[src/hdl/kmsd_pkg.sv]
`timescale 1ns / 1ps
// ----------------------------------------------------------------------------
// kmsd_pkg - shared types and helpers for the key matrix scanner
// Field widths of the stream payloads, config register indexes, the
// per-beat status struct and a small popcount used for the key tally.
// ----------------------------------------------------------------------------
package kmsd_pkg;

	localparam int TS_W       = 32;  // now_us / now_ms
	localparam int COL_W      = 10;  // col_bits / query_bits
	localparam int ROWSEL_W   = 4;   // query_row / row_select
	localparam int KCNT_W     = 8;   // key_count
	localparam int SETTLE_W   = 10;
	localparam int DEBOUNCE_W = 8;
	localparam int CFG_IDX_W  = 1;
	localparam int CFG_DATA_W = 10;
	localparam int IN_DATA_W  = 80;  // 78 bits of fields, padded to bytes
	localparam int OUT_DATA_W = 32;  // 25 bits of fields, padded to bytes

	localparam logic [SETTLE_W-1:0]   SETTLE_RESET   = SETTLE_W'(30);
	localparam logic [DEBOUNCE_W-1:0] DEBOUNCE_RESET = DEBOUNCE_W'(5);

	typedef enum logic [CFG_IDX_W-1:0] {
		REG_SETTLE_DELAY_US = 1'b0,
		REG_DEBOUNCE_MS     = 1'b1
	} cfg_reg_t;

	typedef struct packed {
		logic [ROWSEL_W-1:0] row_select;
		logic                columns_taken;
		logic                matrix_updated;
		logic                settled;
	} scan_status_t;

	function automatic logic [4:0] popcount16(input logic [15:0] v);
		logic [4:0] n;
		n = '0;
		for (int i = 0; i < 16; i++) begin
			n = n + 5'(v[i]);
		end
		return n;
	endfunction

endpackage

[src/hdl/kmsd_scan.sv]
`timescale 1ns / 1ps
// ----------------------------------------------------------------------------
// kmsd_scan - scan state, debounce timer and committed key matrix
// Holds the config registers and all scan state. One scan step is applied
// per step pulse; the committed matrix is read out at the query row.
// ----------------------------------------------------------------------------
module kmsd_scan #(
	parameter int ROWS = 16,
	parameter int COLS = 10
) (
	input  logic                                   clk,
	input  logic                                   arst_n,
	input  logic                                   cfg_we,
	input  logic [kmsd_pkg::CFG_IDX_W-1:0]         cfg_index,
	input  logic [kmsd_pkg::CFG_DATA_W-1:0]        cfg_data,
	input  logic                                   step,
	input  logic [kmsd_pkg::TS_W-1:0]              now_us,
	input  logic [kmsd_pkg::TS_W-1:0]              now_ms,
	input  logic [kmsd_pkg::COL_W-1:0]             col_bits,
	output kmsd_pkg::scan_status_t                 status,
	input  logic [kmsd_pkg::ROWSEL_W-1:0]          query_row,
	output logic [kmsd_pkg::COL_W-1:0]             query_bits,
	output logic [kmsd_pkg::KCNT_W-1:0]            key_count
);

	localparam int RW    = (ROWS > 1) ? $clog2(ROWS) : 1;
	localparam int CNT_W = $clog2(ROWS * COLS + 1);
	localparam int QW    = kmsd_pkg::COL_W;
	localparam int SW    = kmsd_pkg::ROWSEL_W;
	localparam int TW    = kmsd_pkg::TS_W;
	localparam int STW   = kmsd_pkg::SETTLE_W;
	localparam int DBW   = kmsd_pkg::DEBOUNCE_W;
	localparam logic [RW-1:0] LAST_ROW = RW'(ROWS - 1);

	logic [STW-1:0]   settle_q;
	logic [DBW-1:0]   debounce_q;
	logic [COLS-1:0]  sampled_q   [ROWS];
	logic [COLS-1:0]  committed_q [ROWS];
	logic [RW-1:0]    cur_q;
	logic             pending_q;
	logic [TW-1:0]    strobe_stamp_q;
	logic [TW-1:0]    deb_stamp_q;
	logic             complete_q;
	logic [CNT_W-1:0] sampled_cnt_q;
	logic [CNT_W-1:0] committed_cnt_q;

	logic [COLS-1:0]  row_old;
	logic [COLS-1:0]  row_new;
	logic             settle_ok;
	logic             deb_ok;
	logic             changed;
	logic             wrap;
	logic             commit;
	logic             complete_d;
	logic [CNT_W-1:0] cnt_new;

	always_comb begin
		row_old    = sampled_q[cur_q];
		row_new    = COLS'(col_bits);
		settle_ok  = (now_us - strobe_stamp_q) > TW'(settle_q);
		deb_ok     = (now_ms - deb_stamp_q) > TW'(debounce_q);
		changed    = !pending_q && (row_old != row_new);
		wrap       = !pending_q && (cur_q == LAST_ROW);
		// a change restarts the timer, so a wrap with a change never commits
		commit     = wrap && !changed && (complete_q || deb_ok);
		complete_d = changed ? 1'b0 : (wrap && deb_ok) ? 1'b1 : complete_q;
		cnt_new    = sampled_cnt_q
			- CNT_W'(kmsd_pkg::popcount16(16'(row_old)))
			+ CNT_W'(kmsd_pkg::popcount16(16'(row_new)));
	end

	always_ff @(posedge clk or negedge arst_n) begin
		if (!arst_n) begin
			settle_q   <= kmsd_pkg::SETTLE_RESET;
			debounce_q <= kmsd_pkg::DEBOUNCE_RESET;
		end else if (cfg_we) begin
			case (kmsd_pkg::cfg_reg_t'(cfg_index))
				kmsd_pkg::REG_SETTLE_DELAY_US: settle_q   <= STW'(cfg_data);
				kmsd_pkg::REG_DEBOUNCE_MS:     debounce_q <= DBW'(cfg_data);
				default: ;
			endcase
		end
	end

	always_ff @(posedge clk or negedge arst_n) begin
		if (!arst_n) begin
			for (int i = 0; i < ROWS; i++) begin
				sampled_q[i]   <= '0;
				committed_q[i] <= '0;
			end
			cur_q           <= '0;
			pending_q       <= 1'b1;
			strobe_stamp_q  <= '0;
			deb_stamp_q     <= '0;
			complete_q      <= 1'b0;
			sampled_cnt_q   <= '0;
			committed_cnt_q <= '0;
		end else if (step) begin
			if (pending_q) begin
				if (settle_ok) begin
					pending_q <= 1'b0;
				end
			end else begin
				if (changed) begin
					sampled_q[cur_q] <= row_new;
					sampled_cnt_q    <= cnt_new;
					deb_stamp_q      <= now_ms;
				end
				complete_q <= complete_d;
				cur_q      <= wrap ? '0 : cur_q + RW'(1);
				if (commit) begin
					for (int i = 0; i < ROWS; i++) begin
						committed_q[i] <= sampled_q[i];
					end
					committed_cnt_q <= sampled_cnt_q;
				end
				// re-strobe for the next row
				pending_q      <= 1'b1;
				strobe_stamp_q <= now_us;
			end
		end
	end

	assign status.row_select     = SW'(cur_q);
	assign status.columns_taken  = !pending_q;
	assign status.matrix_updated = commit;
	assign status.settled        = pending_q ? complete_q : complete_d;

	always_comb begin
		query_bits = '0;
		if (32'(query_row) < ROWS) begin
			query_bits = QW'(committed_q[query_row[RW-1:0]]);
		end
	end

	assign key_count = kmsd_pkg::KCNT_W'(committed_cnt_q);

	a_commit_on_wrap: assert property (@(posedge clk) disable iff (!arst_n)
		step && commit |-> !pending_q && cur_q == LAST_ROW)
		else $error("commit outside a row wrap");

	a_restrobe: assert property (@(posedge clk) disable iff (!arst_n)
		step && !pending_q |=> pending_q)
		else $error("read step did not restart the strobe");

	a_commit_count: assert property (@(posedge clk) disable iff (!arst_n)
		step && commit |=> committed_cnt_q == sampled_cnt_q)
		else $error("committed key count out of step with sampled matrix");

	a_idle_hold: assert property (@(posedge clk) disable iff (!arst_n)
		!step |=> $stable(cur_q) && $stable(pending_q) && $stable(committed_cnt_q))
		else $error("scan state moved without a step");

	a_settled_clear: assert property (@(posedge clk) disable iff (!arst_n)
		step && changed |=> !complete_q)
		else $error("row change left debounce complete");

endmodule

[src/hdl/key_matrix_scan_debounce.sv]
`timescale 1ns / 1ps
// ----------------------------------------------------------------------------
// key_matrix_scan_debounce - keyboard matrix scanner with global debounce
// Stream wrapper around the scan state: input register, one step, result
// register.
// ----------------------------------------------------------------------------
// Usage:
//   s_axis carries one scan call per beat (timestamps, sampled columns and
//   the row to query); m_axis returns one result beat per scan call.
//   Config registers are written through cfg_we/cfg_index/cfg_data while
//   the block is idle; index 0 is settle_delay_us, index 1 is debounce_ms.
//   A beat is taken into the input register, then stepped into the result
//   register that drives m_axis. Throughput: one beat per cycle unless m_axis
//   stalls; the scan step is a single registered pass (two 32-bit timestamp
//   compares and a 10-bit popcount delta), so nothing iterates.
//   The input register keeps taking beats while a result waits on m_axis;
//   when m_axis stalls with the input register full, s_axis_tready drops
//   and the scan state holds.
//   Reset clears both matrices and the key count, selects row 0 with a
//   strobe pending from timestamp zero, and loads the config defaults
//   (30 us settle, 5 ms debounce).
// ----------------------------------------------------------------------------
module key_matrix_scan_debounce #(
	parameter int ROWS = 16,
	parameter int COLS = 10
) (
	input  logic                                 clk,
	input  logic                                 arst_n,
	input  logic                                 cfg_we,
	input  logic [kmsd_pkg::CFG_IDX_W-1:0]       cfg_index,
	input  logic [kmsd_pkg::CFG_DATA_W-1:0]      cfg_data,
	input  logic                                 s_axis_tvalid,
	output logic                                 s_axis_tready,
	// now_us[31:0], now_ms[63:32], col_bits[73:64], query_row[77:74]
	input  logic [kmsd_pkg::IN_DATA_W-1:0]       s_axis_tdata,
	output logic                                 m_axis_tvalid,
	input  logic                                 m_axis_tready,
	// row_select[3:0], columns_taken[4], matrix_updated[5], settled[6],
	// query_bits[16:7], key_count[24:17]
	output logic [kmsd_pkg::OUT_DATA_W-1:0]      m_axis_tdata
);

	localparam int TW = kmsd_pkg::TS_W;
	localparam int CW = kmsd_pkg::COL_W;
	localparam int SW = kmsd_pkg::ROWSEL_W;
	localparam int KW = kmsd_pkg::KCNT_W;
	localparam int PAD_W = kmsd_pkg::OUT_DATA_W - (SW + 3 + CW + KW);

	logic                  valid_s1;
	logic [TW-1:0]         now_us_s1;
	logic [TW-1:0]         now_ms_s1;
	logic [CW-1:0]         col_bits_s1;
	logic [SW-1:0]         query_row_s1;

	logic                  valid_s2;
	kmsd_pkg::scan_status_t status_s2;
	logic [SW-1:0]         query_row_s2;

	kmsd_pkg::scan_status_t status;
	logic [CW-1:0]         query_bits;
	logic [KW-1:0]         key_count;
	logic                  step;
	logic                  s_fire;

	assign step          = valid_s1 && (!valid_s2 || m_axis_tready);
	assign s_axis_tready = !valid_s1 || step;
	assign s_fire        = s_axis_tvalid && s_axis_tready;

	always_ff @(posedge clk or negedge arst_n) begin
		if (!arst_n) begin
			valid_s1 <= 1'b0;
		end else if (s_axis_tready) begin
			valid_s1 <= s_axis_tvalid;
		end
	end

	always_ff @(posedge clk) begin
		if (s_fire) begin
			now_us_s1    <= s_axis_tdata[31:0];
			now_ms_s1    <= s_axis_tdata[63:32];
			col_bits_s1  <= s_axis_tdata[73:64];
			query_row_s1 <= s_axis_tdata[77:74];
		end
	end

	kmsd_scan #(
		.ROWS (ROWS),
		.COLS (COLS)
	) u_scan (
		.clk        (clk),
		.arst_n     (arst_n),
		.cfg_we     (cfg_we),
		.cfg_index  (cfg_index),
		.cfg_data   (cfg_data),
		.step       (step),
		.now_us     (now_us_s1),
		.now_ms     (now_ms_s1),
		.col_bits   (col_bits_s1),
		.status     (status),
		.query_row  (query_row_s2),
		.query_bits (query_bits),
		.key_count  (key_count)
	);

	// drop the result once taken, load the next one on a step
	always_ff @(posedge clk or negedge arst_n) begin
		if (!arst_n) begin
			valid_s2 <= 1'b0;
		end else if (step) begin
			valid_s2 <= 1'b1;
		end else if (m_axis_tready) begin
			valid_s2 <= 1'b0;
		end
	end

	always_ff @(posedge clk) begin
		if (step) begin
			status_s2    <= status;
			query_row_s2 <= query_row_s1;
		end
	end

	// scan state only moves on a step, so it always matches the held beat
	assign m_axis_tvalid = valid_s2;
	assign m_axis_tdata  = {
		{PAD_W{1'b0}},
		key_count,
		query_bits,
		status_s2.settled,
		status_s2.matrix_updated,
		status_s2.columns_taken,
		status_s2.row_select
	};

endmodule

[config.mk]
export PLATFORM = sky130hd
export DESIGN_NAME = key_matrix_scan_debounce
export DESIGN_NICKNAME = d
export VERILOG_FILES = /design/src/hdl/kmsd_pkg.sv /design/src/hdl/kmsd_scan.sv /design/src/hdl/key_matrix_scan_debounce.sv
export SDC_FILE = /design/constraint.sdc
export NUM_CORES = 1
export LEC_CHECK = 0
export BUFFER_PORTS_ARGS = -buffer_cell sky130_fd_sc_hd__clkbuf_2
export CAP_MARGIN = 20
export CORE_MARGIN = 2
export CORE_UTILIZATION = 25
export DETAILED_ROUTE_END_ITERATION = 16
export PLACE_DENSITY_LB_ADDON = 0.25
export REMOVE_ABC_BUFFERS = 1
export SLEW_MARGIN = 0
export SYNTH_ARGS = -nofsm -noshare
export SYNTH_HDL_FRONTEND = slang
export SYNTH_HIERARCHICAL = 1
export SYNTH_SLANG_ARGS = --single-unit
export TNS_END_PERCENT = 20
[constraint.sdc]
create_clock -name clk -period 6.57 [get_ports clk]
set_input_delay 0 -clock clk [delete_from_list [all_inputs] [get_ports clk]]
set_output_delay 0 -clock clk [all_outputs]
set_load 0.02 [all_outputs]
==> results of run 1 <==
[sequential cells by signal (all words and copies together), names as in the netlist]
register and flops:
now_ms_s1 32, u_scan/key_count 8, query_row_s2 4, m_axis_tvalid 1, col_bits_s1 10, u_scan/sampled_q 160
u_scan/deb_stamp_q 32, u_scan/strobe_stamp_q 32, u_scan/committed_q 160, query_row_s1 4, m_axis_tdata 7, u_scan/sampled_cnt_q 8
u_scan/debounce_q 8, u_scan/pending_q 1, u_scan/settle_q 10, u_scan/complete_q 1, valid_s1 1, now_us_s1 32
u_scan/cur_q 4
[cells in the mapped netlist (19+ instances only)]
| master | instances |
|---|---|
| nor2_1 | 49 |
| nand2_1 | 148 |
| a21o_1 | 34 |
| ha_1 | 97 |
| xor2_1 | 20 |
| a21oi_1 | 78 |
| dfrtp_1 | 419 |
| mux2_4 | 90 |
| mux2_1 | 19 |
| o21ai_0 | 116 |
| inv_1 | 139 |
| clkbuf_1 | 60 |
| edfxtp_1 | 89 |
| xnor2_1 | 39 |
| nand3_1 | 22 |
| mux2_2 | 235 |
| fa_1 | 19 |
| nand4_1 | 19 |
| mux4_2 | 97 |
[metrics by stage]
stage	std cells	total power [mW]	worst slack [ps]	area (sq um)	setup TNS [ps]
2_1_floorplan	1930	9.62	-2550	26000	-444240
3_3_place_gp	3481	11.4	508	28800	0
3_5_place_dp	3483	11.5	502	28900	0
4_1_cts	3708	15.2	496	32200	0
5_1_grt	3709	16.3	225	32200	0
6_report	3709	15.0	533	32200	0
[path summary, 6_finish.rpt]
path                                  from                      end  slack [ps]  cells past startpoint
setup / recovery           u_scan/cur_q[0]  u_scan/sampled_cnt_q[7]         530                     23
hold reg to reg            query_row_s1[3]          query_row_s2[3]         430                      0
min in group clk           s_axis_tdata[0]             now_us_s1[0]          60                      2
setup reg to reg           u_scan/cur_q[0]  u_scan/sampled_cnt_q[7]         530                     23
hold / removal                      arst_n      u_scan/key_count[2]           8                      3
max in group asynchronous           arst_n  u_scan/committed_q[104]        5560                      3
[per-layer routing]
layer	vias to the layer above	global-route usage, %	share of wire (%)
li1	7831	-	-
met1	8630	17.9	47
met2	300	21.1	47
met3	90	1.68	3.4
met4	0	3.72	2.6
met5	-	0	0
[cell type report]
| type | instances | share of cell area [%] |
|---|---|---|
| well taps | 1391 | 5.41 |
| flip-flops and latches | 515 | 41.5 |
| clock buffers | 89 | 5.64 |
| repair buffers | 277 | 6.92 |
| inverters | 139 | 1.62 |
| multi-input cells | 1276 | 38.0 |
| clock inverters | 22 | 0.953 |
[what timing repair did]
action | 4_1_cts | 5_1_grt
hold endpoints to repair | 197 | 0
hold buffers | 114 | 0
gates resized for setup | 0 | 0
[kinds of logic (layout without fill, tap and decap cells)]
group,Yosys count,in the layout,synth area share (%)
simple gates,320,320,5.76
buf+inv,239,527,3.94
mux,446,446,24.3
xor+xnor,59,59,1.95
compound gates,328,328,7.59
flops,515,515,50.4
fa+ha+maj,116,116,6.02
other cells,1,7,0.0142
[power groups by stage]
stage	Combinational (mW)	Sequential (mW)	Clock [mW]
after floorplan	5.17	4.45	0
after global placement	6.81	4.57	0
after detailed placement	6.93	4.59	0
after CTS	7.06	4.53	3.63
after global routing	7.95	4.62	3.77
final	6.98	4.52	3.51
[worst max-delay path: cells and delay by family, from the launching register on]
kind | cells | cell delay, ps
adders and majority gates | 7 | 2720
muxes | 2 | 1090
buffers and inverters | 7 | 670
DFF | 1 | 600
and+or+nand+nor | 3 | 330
xor gates and xnor gates | 2 | 300
AOI/OAI and AO/OA | 2 | 170
==> results.json, run 1 <==
{
  "outcome": "completed",
  "dp_hpwl_um": 46800,
  "vias": 16900,
  "n_antenna_cell": 0,
  "yosysWarnings": 6,
  "pwr-share-clk_pct": 23.4,
  "ys_ff_latch": 515,
  "boundaryPins": 130,
  "powerDensity_mw_per_mm2": 467,
  "setup_violations": 0,
  "final_cell_mix": "dfrtp_1, mux2_2, nand2_1",
  "netSwitchingPower_mw": 5.64,
  "grt_pass1_vias": 17900,
  "switching_share_pct": 37.6,
  "postRouteAntennaNets": 0,
  "worstPathCellList": "buf_12 -> mux4_2 -> mux4_2 -> inv_1 -> fa_1 -> inv_1 -> fa_1 -> fa_1 -> inv_1 -> fa_1 -> inv_1 -> fa_1 -> inv_1 -> ha_1 -> inv_1 -> fa_1 -> nor2b_1 -> o21ai_0 -> nand2b_1 -> a21oi_1 -> xnor2_1 -> nand2_1 -> xnor2_1",
  "synth.avg_cell_area_sq_um": 13.1,
  "synth-edff-count": 89,
  "power.internal_mw": 9.37,
  "gp_congestion": 0.834,
  "worst_pin_slew_ps": 1150,
  "period_share_pct": 91.9,
  "drtIter0Drc": 885,
  "h-tree-depth": 2,
  "yosysSeqAreaShare_pct": 50.4,
  "netlist_area_sq_mm": 0.0265,
  "cts_tree": "built",
  "chipHeight_um": 329,
  "die_area_sq_mm": 0.109,
  "grt_pass1_wl_um": 109000,
  "maxCapViolations": 0,
  "max-slew-margin-rel_pct": 23.2,
  "crit_path_max_fanout": 16,
  "synthArstFlopShare_pct": 82.7,
  "cp.required_ps": 7100,
  "irDropWorstVdd_uv": 638,
  "critPathLaunchType": "flip-flop",
  "antenna_found_initial": 0,
  "final_nets": 2481,
  "static-leakage-power_nw": 14.5,
  "wl_per_cell_um": 18.7,
  "final_common_cell": "dfrtp_1",
  "clock_sink_count": 515,
  "critPathSlowestCell": "dfrtp_2",
  "whs_ps": 8.10,
  "fmax_mhz": 166,
  "io_buffers": 120,
  "num-fill-cells": 10700,
  "die_width_um": 329,
  "period_minus_slack_ps": 6040,
  "critPathMaxStageDelay_ps": 600,
  "synth_area_leaders": "dfrtp_1, edfxtp_1, mux2_2, mux4_2, mux2_4",
  "synth_cell_types": 68,
  "viasPerCell": 4.54,
  "synth_top_area_share_pct": 39.6,
  "maxSlewViolCount": 0,
  "hold_viol": 0,
  "drcViolationCount": 0,
  "core_sq_mm": 0.105,
  "wl_um": 69500,
  "placementRows": 119,
  "synth_cells": 2024,
  "clkLatencyLatePin_ps": 650,
  "end_kind": "flip-flop",
  "path_clk_slew_ps": 70,
  "ff_latch_area_sq_mm": 0.0133,
  "synth_top_area_cell": "dfrtp_1",
  "final_layout_size_suffix_gt1_share_pct": 31.4,
  "synth-main-ff-cell": "dfrtp_1",
  "area_growth_pct": 21.5,
  "clock_skew_ps": 67.0,
  "multi_input_area_sq_mm": 0.0122,
  "grt_usage_pct": 12.9,
  "pwr-share-seq_pct": 30.1,
  "globalRoute.totalOverflow": 0,
  "grt_max_degree": 136,
  "p_comb_share_pct": 46.5,
  "arrival_ps": 6570,
  "start_util_pct": 25.2,
  "cts_setup_buffers": 0,
  "drt_first_pass_iters": 5,
  "rsz0062_at_grt": "false",
  "clockBufferDepth": 3,
  "numCtsBuffers": 60,
  "min_path_type": "in -> async",
  "fin_util_pct": 30.6,
  "cts_root_buf": "clkbuf_16",
  "path_class": "reg -> reg"
}
Power figures use the tool's default switching activity.
==> run 2: changes to the inputs <==
--- a/config.mk
+++ b/config.mk
@@ -7,8 +7,9 @@
 export LEC_CHECK = 0
 export BUFFER_PORTS_ARGS = -buffer_cell sky130_fd_sc_hd__clkbuf_2
 export CAP_MARGIN = 20
+export CORE_ASPECT_RATIO = 1.2
 export CORE_MARGIN = 2
-export CORE_UTILIZATION = 25
+export CORE_UTILIZATION = 60
 export DETAILED_ROUTE_END_ITERATION = 16
 export PLACE_DENSITY_LB_ADDON = 0.25
 export REMOVE_ABC_BUFFERS = 1
==> results.json, run 2 (synthesized netlist as in run 1, its figures left out) <==
{
  "outcome": "completed",
  "max-slew-margin-rel_pct": 22.8,
  "reg2reg_to": "u_scan/committed_q[19]",
  "grt_max_degree": 136,
  "cp.required_ps": 7060,
  "arrival_ps": 6710,
  "post_cts_resized": 0,
  "critPathLaunchType": "flip-flop",
  "critPathSlowestCell": "a2111oi_0",
  "r2r_slack_ps": 350,
  "cts_hold_buf": 111,
  "numCtsBuffers": 51,
  "vias": 17200,
  "irDropWorstVdd_uv": 763,
  "fin_util_pct": 70.0,
  "core_sq_mm": 0.0437,
  "wl_met1_um": 25300,
  "final_cell_mix": "dfrtp_1, mux2_2, nand2_1",
  "chipHeight_um": 234,
  "cts_root_buf": "clkbuf_16",
  "wl_met2_um": 30500,
  "wl_per_cell_um": 21.7,
  "cts_tree": "built",
  "final_nets": 2461,
  "clockBufferDepth": 3,
  "top_regs": "u_scan/committed_q (160), u_scan/sampled_q (160)",
  "end_kind": "flip-flop",
  "fmax_mhz": 161,
  "worstSetupEndpoint": "u_scan/committed_q[19]",
  "pre_cts_ws_ps": 442,
  "period_share_pct": 94.6,
  "hold_viol": 0,
  "worstPathCellList": "ha_1 -> and2_1 -> a221o_1 -> o211ai_1 -> and2_1 -> xnor2_1 -> ha_1 -> nand4_1 -> a21oi_1 -> a2111oi_0 -> o221ai_1 -> nor4_1 -> nand4_1 -> nand4bb_1 -> nor4_1 -> or4_4 -> buf_4 -> mux2_2",
  "maxSlewViolCount": 0,
  "netSwitchingPower_mw": 5.68,
  "antenna_found_initial": 1,
  "p_comb_share_pct": 49.1,
  "drt_first_pass_iters": 5,
  "highest_layer": "met4",
  "ff_latch_area_sq_mm": 0.0133,
  "multi_input_area_sq_mm": 0.0122,
  "reg2reg_from": "now_ms_s1[4]",
  "die_width_um": 196,
  "clkLatencyLatePin_ps": 610,
  "cp.depth": 18,
  "setup_violations": 0,
  "gp_congestion": 0.873,
  "period_minus_slack_ps": 6220,
  "num-fill-cells": 2881,
  "drtIter0Drc": 1026,
  "clock_skew_ps": 24.1,
  "cts_setup_buffers": 0,
  "h-tree-depth": 2,
  "placementRows": 84,
  "critPathLaunch": "now_ms_s1[4]",
  "critPathMaxStageDelay_ps": 770,
  "start_util_pct": 60.6,
  "wl_met3_um": 3370,
  "switching_share_pct": 38.5,
  "power.internal_mw": 9.06,
  "crit_family": "simple AND/OR/NAND/NOR gates",
  "path_class": "reg -> reg",
  "pwr-share-seq_pct": 30.7,
  "dp_hpwl_um": 39000,
  "final_common_cell": "dfrtp_1",
  "drcViolationCount": 0,
  "rsz0062_at_grt": "false",
  "grt_pass1_vias": 18000,
  "reg2regPathDepth": 18,
  "viasPerCell": 6.03,
  "cp.buffers_inverters": 1,
  "io_buffers": 120,
  "final_layout_size_suffix_gt1_share_pct": 30.7,
  "fin_ws_ps": 353,
  "globalRoute.totalOverflow": 0,
  "static-leakage-power_nw": 14.3,
  "maxCapViolations": 0,
  "pwr-share-clk_pct": 20.2,
  "grt_pass1_wl_um": 98100,
  "min_path_type": "in -> reg",
  "powerDensity_mw_per_mm2": 481,
  "finalPower_mw": 14.7,
  "postRouteAntennaNets": 0,
  "worst_pin_slew_ps": 1160,
  "boundaryPins": 130,
  "grt_usage_pct": 27.7,
  "wl_um": 61800,
  "clock_sink_count": 515,
  "crit_path_max_fanout": 27,
  "path_clk_slew_ps": 60,
  "area_growth_pct": 15.6,
  "die_area_sq_mm": 0.0458
}
-- run 2: worst min-delay path by stage --
stage	from	endpoint	cells past startpoint
CTS	s_axis_tdata[43]	now_ms_s1[11]	2
finish	s_axis_tdata[65]	col_bits_s1[1]	2
global placement	arst_n	u_scan/deb_stamp_q[16]	1
detailed placement	arst_n	u_scan/deb_stamp_q[16]	1
global route	s_axis_tdata[19]	now_us_s1[19]	2
floorplan	arst_n	m_axis_tvalid	0
-- run 2: area by class of cell --
| class | instances | share of cell area [%] |
|---|---|---|
| Tap cell | 559 | 2.28 |
| Clock buffer | 73 | 4.84 |
| Timing Repair Buffer | 266 | 6.96 |
| Antenna cell | 1 | 0.00817 |
| Inverter | 139 | 1.70 |
| Sequential cell | 515 | 43.6 |
| Multi-Input combinational cell | 1276 | 39.9 |
| Clock inverter | 21 | 0.744 |
-- run 2: metal layers --
metal  vias up  track usage (%)
met5         -                0
met4         0             12.1
met3       167             4.06
met2       536             47.2
met1      8701             35.6
li1       7772                -
-- run 2: worst register-to-register path: stages (launching register included) --
cell	delay [ps]
edfxtp_1	420
ha_1	380
and2_1	190
a221o_1	380
o211ai_1	300
and2_1	190
xnor2_1	150
ha_1	290
nand4_1	130
a21oi_1	60
a2111oi_0	770
o221ai_1	280
nor4_1	360
nand4_1	140
nand4bb_1	200
nor4_1	520
or4_4	580
buf_4	380
mux2_2	380
-- run 2: metrics by stage --
stage	hold WS, ps	cells	TNS [ps]	instance area, sq um
floorplan	-296	1930	-444240	26000
global placement	6.16	2642	0	27700
detailed placement	13.0	2642	0	27700
CTS	68.3	2847	0	30600
global route	96.5	2850	0	30600
finish	102	2850	0	30600
-- run 2: power by group through the flow --
stage	logic, mW	registers, mW	clock network [mW]
after CTS	7.16	4.51	3.03
after floorplan	5.17	4.45	0
final	7.24	4.52	2.98
after detailed placement	6.92	4.57	0
after global placement	6.57	4.53	0
after global routing	8.04	4.60	3.16
==> run 3: changes to the inputs <==
--- a/config.mk
+++ b/config.mk
@@ -7,9 +7,11 @@
 export LEC_CHECK = 0
 export BUFFER_PORTS_ARGS = -buffer_cell sky130_fd_sc_hd__clkbuf_2
 export CAP_MARGIN = 20
+export CELL_PAD_IN_SITES_DETAIL_PLACEMENT = 0
+export CELL_PAD_IN_SITES_GLOBAL_PLACEMENT = 1
 export CORE_ASPECT_RATIO = 1.2
 export CORE_MARGIN = 2
-export CORE_UTILIZATION = 60
+export CORE_UTILIZATION = 51
 export DETAILED_ROUTE_END_ITERATION = 16
 export PLACE_DENSITY_LB_ADDON = 0.25
 export REMOVE_ABC_BUFFERS = 1
==> results.json, run 3 (synthesized netlist as in run 1, its figures left out) <==
{
  "min_path_type": "in -> async",
  "die_width_um": 212,
  "final_nets": 2460,
  "grt_pass1_vias": 17700,
  "setup_violations": 0,
  "clkLatencyLatePin_ps": 610,
  "boundaryPins": 130,
  "drtIter0Drc": 1131,
  "rsz0062_at_grt": "false",
  "wl_per_cell_um": 20.8,
  "period_share_pct": 91.1,
  "power.internal_mw": 8.99,
  "irDropWorstVdd_uv": 764,
  "grt_usage_pct": 23.8,
  "path_common_cell": "o211ai_1",
  "globalRoute.totalOverflow": 0,
  "cts_hold_buf": 113,
  "arrival_ps": 6470,
  "met1_usage_pct": 31.7,
  "crit_family": "simple AND/OR/NAND/NOR gates",
  "io_buffers": 120,
  "drt_first_pass_iters": 5,
  "violations": "hold timing",
  "cp.required_ps": 7060,
  "pwr-share-clk_pct": 20.9,
  "period_minus_slack_ps": 5980,
  "placementRows": 91,
  "wl_um": 62200,
  "gp_congestion": 0.884,
  "cts_tree": "built",
  "dpl_cell_area_sq_mm": 0.0279,
  "worstPathCellList": "inv_1 -> ha_1 -> fa_1 -> nand2b_1 -> a21oi_1 -> o211ai_1 -> a2111oi_0 -> nor2_1 -> o211ai_1 -> or4b_2 -> nand4bb_1 -> nor4_1 -> or4_4 -> buf_12 -> mux2_2",
  "max-slew-margin-rel_pct": 21.8,
  "maxSlewViolCount": 0,
  "fmax_mhz": 167,
  "clock_skew_ps": 11.1,
  "whs_ps": -27.6,
  "cp.buffers_inverters": 2,
  "grt_max_degree": 196,
  "cts_root_buf": "clkbuf_16",
  "final_cell_mix": "dfrtp_1, mux2_2, nand2_1",
  "hold_viol": 10,
  "p_comb_share_pct": 48.0,
  "clock_sink_count": 515,
  "switching_share_pct": 37.8,
  "die_area_sq_mm": 0.0538,
  "num-fill-cells": 4026,
  "path_class": "reg -> reg",
  "end_kind": "flip-flop",
  "grt_pass1_wl_um": 98600,
  "critPathLaunchType": "flip-flop",
  "vias": 16900,
  "busiest_layer": "met2",
  "numCtsBuffers": 53,
  "outcome": "finished with violations",
  "stdcell_area_sq_mm": 0.0308,
  "netSwitchingPower_mw": 5.47,
  "top_regs": "u_scan/committed_q (160), u_scan/sampled_q (160)",
  "antenna_found_initial": 0,
  "cts_setup_buffers": 0,
  "viasPerCell": 5.65,
  "core_sq_mm": 0.0514,
  "start_util_pct": 51.6,
  "dp_hpwl_um": 39300,
  "final_layout_size_suffix_gt1_share_pct": 30.6,
  "chipHeight_um": 254,
  "maxCapViolations": 0,
  "worst_pin_slew_ps": 1170,
  "n_antenna_cell": 0,
  "static-leakage-power_nw": 14.3,
  "post_cts_resized": 0,
  "finalPower_mw": 14.5,
  "postRouteAntennaNets": 0,
  "drcViolationCount": 0,
  "h-tree-depth": 2,
  "clockBufferDepth": 3,
  "crit_path_max_fanout": 69,
  "met3_usage_pct": 3.81,
  "final_common_cell": "dfrtp_1",
  "path_clk_slew_ps": 60,
  "use_met2_pct": 40.1,
  "area_growth_pct": 16.3,
  "powerDensity_mw_per_mm2": 470,
  "critPathMaxStageDelay_ps": 820,
  "pwr-share-seq_pct": 31.1,
  "critPathSlowestCell": "a2111oi_0"
}
-- run 3: cell count changes in the layout (fill, tap and decap cells not counted), moves of 3 or more --
cell	change
bufinv_16	-4
clkbuf_16	+4
buf_12	-4
clkbuf_8	+6
inv_6	-3
-- run 3: final cells by class --
cell class              count  area, sq um  share of cell area [%]
well taps                 697          872                    2.83
repair buffers            263         2060                    6.69
clock inverters            16          113                   0.366
inverters                 139          522                    1.69
flip-flops and latches    515        13300                    43.3
multi-input cells        1276        12200                    39.7
clock buffers              84         1670                    5.41
-- run 3: path summary, 6_finish.rpt --
kind,startpoint,end,slack [ps],cells after the start
hold reg to reg,query_row_s1[3],query_row_s2[3],420,0
max in group asynchronous,arst_n,u_scan/committed_q[0],4990,3
setup / recovery,now_ms_s1[0],u_scan/committed_q[39],590,15
setup reg to reg,now_ms_s1[0],u_scan/committed_q[39],590,15
hold / removal,arst_n,u_scan/deb_stamp_q[7],-30,2
min in group clk,s_axis_tdata[28],now_us_s1[28],100,2
-- run 3: per-stage QoR --
| stage | worst slack (ps) | hold slack (ps) | util [%] | instances | TNS, ps |
|---|---|---|---|---|---|
| after floorplan | -2550 | -296 | - | 1930 | -444240 |
| after global placement | 659 | 62.4 | 54.3 | 2776 | 0 |
| after detailed placement | 671 | 65.8 | 54.3 | 2776 | 0 |
| after CTS | 643 | 9.26 | 59.9 | 2989 | 0 |
| after global routing | 308 | 60.8 | 60.0 | 2990 | 0 |
| final | 587 | -27.6 | 60.0 | 2990 | 0 |
-- run 3: power groups by stage --
stage | sequential (mW) | combinational, mW | clock, mW
after floorplan | 4.45 | 5.17 | 0
after global placement | 4.52 | 6.70 | 0
after detailed placement | 4.55 | 6.86 | 0
after CTS | 4.50 | 6.96 | 3.10
after global routing | 4.59 | 7.79 | 3.22
final | 4.49 | 6.95 | 3.02
-- run 3: routing by layer --
layer,wire length [um],up-vias
li1,-,7794
met1,27200,8617
met2,30500,370
met3,2690,104
met4,1760,0
met5,0,-
-- run 3: worst reg2reg max path: cells and delay by family, from the launching register on --
family	cells	cell delay (ps)
and+or+nand+nor	6	2390
AOI/OAI and AO/OA	4	1590
adders and majority gates	2	630
muxes	1	460
buffers and inverters	2	460
DFF	1	340
